--- config.mk ---
export PLATFORM = sky130hd
export DESIGN_NAME = hpi_ctrl
export DESIGN_NICKNAME = d
export VERILOG_FILES = /design/src/hw/rtl/hpi_pkg.sv /design/src/hw/rtl/hpi_ctrl.sv
export SDC_FILE = /design/constraint.sdc
export NUM_CORES = 1
export LEC_CHECK = 0
export ABC_AREA = 0
export BUFFER_PORTS_ARGS = -buffer_cell sky130_fd_sc_hd__buf_4
export CAP_MARGIN = 40
export CORE_MARGIN = 1
export CORE_UTILIZATION = 51
export DETAILED_ROUTE_END_ITERATION = 7
export GPL_TIMING_DRIVEN = 0
export HOLD_SLACK_MARGIN = 0.06
export PLACE_DENSITY = 0.81
export SLEW_MARGIN = 40
export SYNTH_ARGS = -nofsm -noshare
export SYNTH_HDL_FRONTEND = slang
export SYNTH_SLANG_ARGS = --single-unit
export TNS_END_PERCENT = 30
--- constraint.sdc ---
create_clock -name clk -period 4.2 [get_ports clk]
set_input_delay 0.21 -clock clk [delete_from_list [all_inputs] [get_ports clk]]
set_output_delay 0.21 -clock clk [all_outputs]
set_load 0.005 [all_outputs]
--- src/hw/rtl/hpi_pkg.sv ---
`default_nettype none
// ----------------------------------------------------------------------------
// hpi_pkg
// Shared types, codes and arithmetic helpers of the half-pel interpolator.
// ----------------------------------------------------------------------------
package hpi_pkg;

    localparam int DEF_MAX_WIDTH  = 256;
    localparam int DEF_MAX_HEIGHT = 256;

    localparam int COORD_W   = 9;
    localparam int PIXEL_W   = 8;
    localparam int CFG_IDX_W = 1;
    localparam int CFG_W     = 9;
    localparam int SUM_W     = 16;

    // Register indexes of the configuration port.
    localparam logic [CFG_IDX_W-1:0] REG_FRAME_WIDTH  = 1'b0;
    localparam logic [CFG_IDX_W-1:0] REG_FRAME_HEIGHT = 1'b1;

    // Request codes.
    localparam logic CMD_WRITE = 1'b0;
    localparam logic CMD_READ  = 1'b1;

    localparam logic [2:0] LAST_TAP = 3'd5;

    localparam logic signed [SUM_W-1:0] ROUND_BIAS = 16'sd16;
    localparam logic signed [SUM_W-1:0] CLIP_LIMIT = 16'sd8192;

    typedef enum logic [2:0] {
        ST_IDLE,
        ST_DECODE,
        ST_READ,
        ST_DRAIN,
        ST_RESULT
    } hpi_state_t;

    typedef struct packed {
        logic       capture;
        logic       mem_write;
        logic       rd_en;
        logic [2:0] k;
        logic [2:0] j;
        logic       k_last;
        logic       j_last;
        logic       out_load;
    } hpi_cmd_t;

    typedef struct packed {
        logic is_write;
        logic wr_in_frame;
        logic out_of_frame;
        logic single_tap;
        logic diag;
        logic done;
    } hpi_status_t;

    // Product of one filter tap with an 8-bit value. A plain source pixel is
    // passed through the same path with a gain of 32, which the rounding
    // step divides back out exactly.
    function automatic logic signed [SUM_W-1:0] tap_mul(
        input logic [2:0]         idx,
        input logic               copy,
        input logic [PIXEL_W-1:0] v
    );
        logic signed [SUM_W-1:0] sv;
        logic signed [SUM_W-1:0] res;
        sv = $signed({{(SUM_W-PIXEL_W){1'b0}}, v});
        if (copy)
        begin
            res = sv <<< 5;
        end
        else
        begin
            case (idx)
                3'd0, 3'd5: res = sv;
                3'd1, 3'd4: res = -((sv <<< 2) + sv);
                3'd2, 3'd3: res = (sv <<< 4) + (sv <<< 2);
                default:    res = '0;
            endcase
        end
        return res;
    endfunction

    function automatic logic [PIXEL_W-1:0] round_clip(input logic signed [SUM_W-1:0] s);
        logic signed [SUM_W-1:0] r;
        logic [PIXEL_W-1:0]      res;
        r = s + ROUND_BIAS;
        if (r < 0)
        begin
            res = '0;
        end
        else if (r >= CLIP_LIMIT)
        begin
            res = '1;
        end
        else
        begin
            res = r[PIXEL_W+4:5];
        end
        return res;
    endfunction

endpackage
`default_nettype wire

--- src/hw/rtl/hpi_ctrl.sv ---
`default_nettype none
// ----------------------------------------------------------------------------
// hpi_ctrl
// Sequencer: accepts requests, steps the tap and row counters of a read and
// hands finished results to the output register.
// ----------------------------------------------------------------------------
module hpi_ctrl
    import hpi_pkg::*;
(
    input  wire logic        clk,
    input  wire logic        rst_n,
    input  wire logic        in_valid,
    output logic             in_ready,
    output logic             out_valid,
    input  wire logic        out_ready,
    input  wire hpi_status_t stat,
    output hpi_cmd_t         ctl
);

    hpi_state_t state_reg, state_next;
    logic [2:0] k_reg, k_next;
    logic [2:0] j_reg, j_next;
    logic       out_valid_reg, out_valid_next;
    logic       k_last;
    logic       j_last;
    logic       slot_free;

    assign k_last    = (k_reg == (stat.single_tap ? 3'd0 : LAST_TAP));
    assign j_last    = !stat.diag || (j_reg == LAST_TAP);
    assign slot_free = !out_valid_reg || out_ready;

    always_comb
    begin
        state_next = state_reg;
        case (state_reg)
            ST_IDLE:
            begin
                if (in_valid)
                begin
                    state_next = ST_DECODE;
                end
            end
            ST_DECODE:
            begin
                if (stat.is_write)
                begin
                    state_next = ST_IDLE;
                end
                else if (stat.out_of_frame)
                begin
                    state_next = ST_RESULT;
                end
                else
                begin
                    state_next = ST_READ;
                end
            end
            ST_READ:
            begin
                if (k_last && j_last)
                begin
                    state_next = ST_DRAIN;
                end
            end
            ST_DRAIN:
            begin
                if (stat.done)
                begin
                    state_next = ST_RESULT;
                end
            end
            ST_RESULT:
            begin
                if (slot_free)
                begin
                    state_next = ST_IDLE;
                end
            end
            default: state_next = ST_IDLE;
        endcase
    end

    always_comb
    begin
        k_next = k_reg;
        j_next = j_reg;
        if (state_reg == ST_DECODE)
        begin
            k_next = '0;
            j_next = '0;
        end
        else if (state_reg == ST_READ)
        begin
            if (k_last)
            begin
                k_next = '0;
                j_next = j_reg + 3'd1;
            end
            else
            begin
                k_next = k_reg + 3'd1;
            end
        end
    end

    always_comb
    begin
        in_ready      = 1'b0;
        ctl.capture   = 1'b0;
        ctl.mem_write = 1'b0;
        ctl.rd_en     = 1'b0;
        ctl.k         = k_reg;
        ctl.j         = j_reg;
        ctl.k_last    = k_last;
        ctl.j_last    = j_last;
        ctl.out_load  = 1'b0;
        case (state_reg)
            ST_IDLE:
            begin
                in_ready    = 1'b1;
                ctl.capture = in_valid;
            end
            ST_DECODE: ctl.mem_write = stat.is_write && stat.wr_in_frame;
            ST_READ:   ctl.rd_en     = 1'b1;
            ST_RESULT: ctl.out_load  = slot_free;
            default:   ;
        endcase
    end

    always_comb
    begin
        out_valid_next = out_valid_reg;
        if (ctl.out_load)
        begin
            out_valid_next = 1'b1;
        end
        else if (out_ready)
        begin
            out_valid_next = 1'b0;
        end
    end

    always_ff @(posedge clk or negedge rst_n)
    begin
        if (!rst_n)
        begin
            state_reg     <= ST_IDLE;
            k_reg         <= '0;
            j_reg         <= '0;
            out_valid_reg <= 1'b0;
        end
        else
        begin
            state_reg     <= state_next;
            k_reg         <= k_next;
            j_reg         <= j_next;
            out_valid_reg <= out_valid_next;
        end
    end

    assign out_valid = out_valid_reg;

    // A waiting result is never overwritten.
    assert property (@(posedge clk) disable iff (!rst_n)
        ctl.out_load |-> (!out_valid_reg || out_ready))
        else $error("result loaded over a result still waiting");

    // The datapath reports a finished sample only while the sequencer waits.
    assert property (@(posedge clk) disable iff (!rst_n)
        stat.done |-> (state_reg == ST_DRAIN))
        else $error("datapath done outside of drain");

    // An accepted request is decoded in the following cycle.
    assert property (@(posedge clk) disable iff (!rst_n)
        (in_valid && in_ready) |=> (state_reg == ST_DECODE))
        else $error("accepted request not decoded");

    // Tap and row counters stay inside the six-tap window during a read.
    assert property (@(posedge clk) disable iff (!rst_n)
        (state_reg == ST_READ) |-> (k_reg <= LAST_TAP && j_reg <= LAST_TAP))
        else $error("tap counter out of range");

endmodule
`default_nettype wire

**After elaboration in Yosys (flattened, before gate mapping)**

Index checks and enable logic that the tools add are counted.

- Register bits: 10
- Input port bits: 10
- Output and inout bits: 14
- Word-level logic and storage cells: 49

- Add/subtract/negate cells: 2
- Equality and inequality tests: 10
- Muxes and demuxes: 21
- Reductions and logical operators: 12

Operator list:

| kind | number |
|---|---|
| 3-bit two-way mux | 13 |
| 3-bit case mux with 5 select lines | 1 |
| 2-bit != test (second input constant) | 4 |
| 1-bit two-way mux | 7 |
| 3-bit by 1-bit adder with 3-bit output (second input constant) | 2 |
| 3-bit by 2-bit equality test with 1-bit output (second input constant) | 2 |
| 3-bit equality test (second input constant) | 2 |
| 2-bit nonzero test | 3 |
| 4-bit AND reduction | 1 |
| 3-bit by 1-bit equality test with 1-bit output (second input constant) | 1 |
| 3-bit equality test | 1 |
| 3-bit logical NOT | 1 |
| 1-bit logical AND | 2 |
| 1-bit logical NOT | 2 |
| 1-bit logical OR | 2 |
| 2-bit AND reduction | 1 |

**Longest topological paths before layout**

- Word-level depth: 5
- Gate-level depth with buffers: 6
- Mapped depth without buffers: 6

**Worst setup path after synthesis**

No wires, ideal clock.

- Kind: reg2reg
- Start point: register k_reg[1]
- End point: register j_reg[2]
- Setup time: 69 ps
- Arrival time: 1465 ps
- Required time: 4131 ps
- Setup slack: 2666 ps
- Stages on the path, launching flop included: 5
- Path buffers: 0
- Period minus slack after synthesis: 1534 ps
- Cells stage by stage: dfrtp_1 nor4b_2 a31oi_2 or4_1 nand3_1

- Word-level cells in the longest chain between the ends: 3

RTL lines:

| what | RTL line | source |
|---|---|---|
| start, declared | hpi_ctrl.sv:21 | `logic [2:0] k_reg, k_next;` |
| start signal, assigned | hpi_ctrl.sv:155 | `k_reg <= k_next;` |
| 3-bit equality test | hpi_ctrl.sv:28 | `assign k_last = (k_reg == (stat.single_tap ? 3'd0 : LAST_TAP));` |
| 2-bit nonzero test (no source line) | - |  |
| 2-bit AND reduction (no source line) | - |  |
| end signal, assigned | hpi_ctrl.sv:156 | `j_reg <= j_next;` |
| end, declared | hpi_ctrl.sv:22 | `logic [2:0] j_reg, j_next;` |

No other way between the ends.
A chain may end at the register's enable or synchronous reset.

==> summary.txt <==
Synth
  – Unique masters post-synth: 28
  – Yosys top cell by area: dfrtp_1
  – Yosys warns: 0
  – Area share of the largest cell type after synthesis: 36.6%
  – Cells after Synth: 81
  – Simple-gate portion of the synthesized area: 35.5%
  – Mapped Nets: 94
  – Post-synthesis average cell area: 8.45 um^2
  – Largest family of logic cells by synthesized area: simple AND/OR/NAND/NOR gates
  – Ys flop type: dfrtp_1
  – Mux share of post-synthesis cell area: 0%
  – Fraction of registers with async set/reset: 100%
  – Post-Synth XOR/XNOR Area: 0%
  – Synth cell count leaders: 10 x dfrtp_1, 9 x nand2_1, 9 x nor2_1
  – Area contributors post-synth: dfrtp_1 37%, nand3_1 5.9%, ha_1 5.5%
  – Post-synth EDFFs: 0
  – #FFs+latches synth: 10
  – Post-Syn Area: 684 um^2
  – Most frequent cell after synthesis: dfrtp_1
  – Sequential area share after synthesis: 36.6%
  – Adder-Cell Fraction of Synth Area: 5.48%
  – Synth Area in Compound Gates: 15.9%

Die
  – Row cnt: 12
  – Die Span Y: 38.6 um
  – Die width: 38.6 um
  – Starting density of the core: 58.4%
  – CORE AREA: 1170 um^2
  – Die area: 1490 um^2
  – # IOs: 24

Power
  – Worst VDD drop: 0.363 mV
  – Power Density: 618 nW/um^2
  – Final Total Pwr: 0.000569 W
  – Leak: 0.444 nW

Finish
  – Layout cells sized above 1: 33.0%
  – Layout filler cell count: 92
  – NumNets Final: 123
  – Seq. cell area: 250 um^2
  – N_diodes: 0
  – Area growth syn-to-layout: 34.6%
  – Footprint of the multi-input gates: 389 um^2

Timing
  – Fin crit period: 1.93 ns
  – Setup violators final: 0
  – Slew Limit Fails: 0
  – Fin Clk Skew: 0.00667 ns
  – Slew @ Worst Pin: 0.544 ns
  – Slew headroom: 63.6%
  – RSZ-0062 raised after global routing: false
  – FMAX: 519 MHz
  – Period utilization: 45.9%
  – Setup_tns: 0 ns
  – Count of final hold-check violations: 0

Clock tree
  – Clk Latency, worst-skew pair: 0.27 ns
  – Clock tree from TritonCTS: yes
  – Post-CTS resize count: 0
  – Post-CTS setup buffer count: 0
  – CTS Buf Count: 3
  – H-tree depth: 1
  – Num Clock Sinks: 10
  – Hold-fix buffers, CTS: 1
  – Largest buffer count on any clock path: 2
  – Clock transition at path regs: 0.08 ns
  – Root Buffer: clkbuf_4

Global route
  – Grt total ovfl: 0
  – Initial antenna violation count: 0
  – Gr usage total: 28.0%
  – First-pass GRT wire length: 2.84 mm
  – Pin count of the biggest net entering global routing: 11
  – Vias in the first global route: 630

Setup path
  – RR Startpoint: k_reg[1]
  – Crit-path max FO: 9
  – Crit path launch type: register
  – CP arrival: 1.72 ns
  – R2R depth: 4
  – CP endpoint kind: output pin
  – Critical path class: register to output pin
  – Critical Path RT: 3.99 ns
  – Worst setup path start: state_reg[0]
  – Critical-path top delay cell: nor2_1
  – Crit path cell chain: clkbuf_1, nor2_1, nand2_1, nor2_1, buf_4, buf_4
  – CP max stage delay: 0.46 ns

Route
  – Total routed wirelength: 1.73 mm
  – Routed via count: 715
  – Residual DRC count: 0
  – TritonRoute pass-1 iters: 4
  – Remaining antenna violation count: 0
  – Initial drt markers: 39
  – Per-cell routed wire length: 14.1 um
  – Vias/cell: 5.81

Worst hold path
  – Worst hold path depth: 2
  – Hold Path Origin: stat[0]
  – Hold Crit Class: input port to register

Placement
  – Port bufs: 23
  – Post-DP HPWL: 1.24 mm
  – Gpl congestion: 0.789

Status
  – Outcome: finished clean

Flow run
  – Max Cap Viol: 0
report_power, final:
part	internal [W]	total [W]	switching [W]	leakage [nW]
clock network	0.0000527	0.0000928	0.0000401	0.0210
registers	0.000131	0.000180	0.0000481	0.132
logic	0.000141	0.000297	0.000156	0.291
total	0.000325	0.000569	0.000244	0.444
stage by stage:
| stage | area, um^2 | util [%] | setup slack [ns] | std cells | hold WS, ns |
|---|---|---|---|---|---|
| final | 921 | 78.6 | 2.27 | 123 | 0.142 |
| after global placement | 875 | 74.7 | 2.55 | 118 | 0.0492 |
| after detailed placement | 875 | 74.7 | 2.51 | 118 | 0.0501 |
| after CTS | 921 | 78.6 | 2.30 | 123 | 0.148 |
| after floorplan | 684 | - | 2.67 | 81 | -0.0856 |
| after global routing | 921 | 78.6 | 2.08 | 123 | 0.150 |
logic make-up (layout without fill, tap and decap cells):
logic type,Yosys count,after routing
buffers and inverters,9,37
and+or+nand+nor,43,43
AOI/OAI and AO/OA,16,16
adders and majority gates,3,3
DFF,10,10
worst max-delay path, delay by kind of cell (launching register included):
family                 cells  cell delay [ns]
buffers and inverters      3             0.37
DFF                        1             0.36
and+or+nand+nor            3             0.71
cell type report:
type                    instances  area share (%)
plain buffers                   7            4.08
clock buffers                   4            3.94
inverters                       2           0.815
multi-input cells              62            42.3
flip-flops and latches         10            27.2
well taps                      14            1.90
repair buffers                 24            19.8
placed cells by master (no fill, tap or decap), drive strengths merged, types with 3 or more instances in the layout:
cell type,count
buf,26
nand2b,3
nor2,9
clkbuf,8
nand2,9
ha,3
or4,3
dfrtp,10
o21ai,7
nand3,8
metal layers:
metal / vias up / part of all wire (%) / global-route usage (%) / wire length [um]
li1: 348 / - / - / -
met2: 33 / 50 / 45.0 / 861
met3: 2 / 7.0 / 5.20 / 121
met5: - / 0 / 0 / 0
met4: 0 / 1.2 / 10.3 / 20
met1: 332 / 42 / 37.0 / 727
path summary, 6_finish.rpt:
| kind | to | slack [ns] |
|---|---|---|
| min | state_reg[1] | 0.14 |
| max | ctl[0] | 2.27 |
| min reg2reg | j_reg[1] | 0.57 |
| max reg2reg | j_reg[2] | 2.46 |
| max in group asynchronous | out_valid | 3.76 |
| min in group asynchronous | j_reg[2] | 0.28 |
Power figures use the tool's default switching activity.
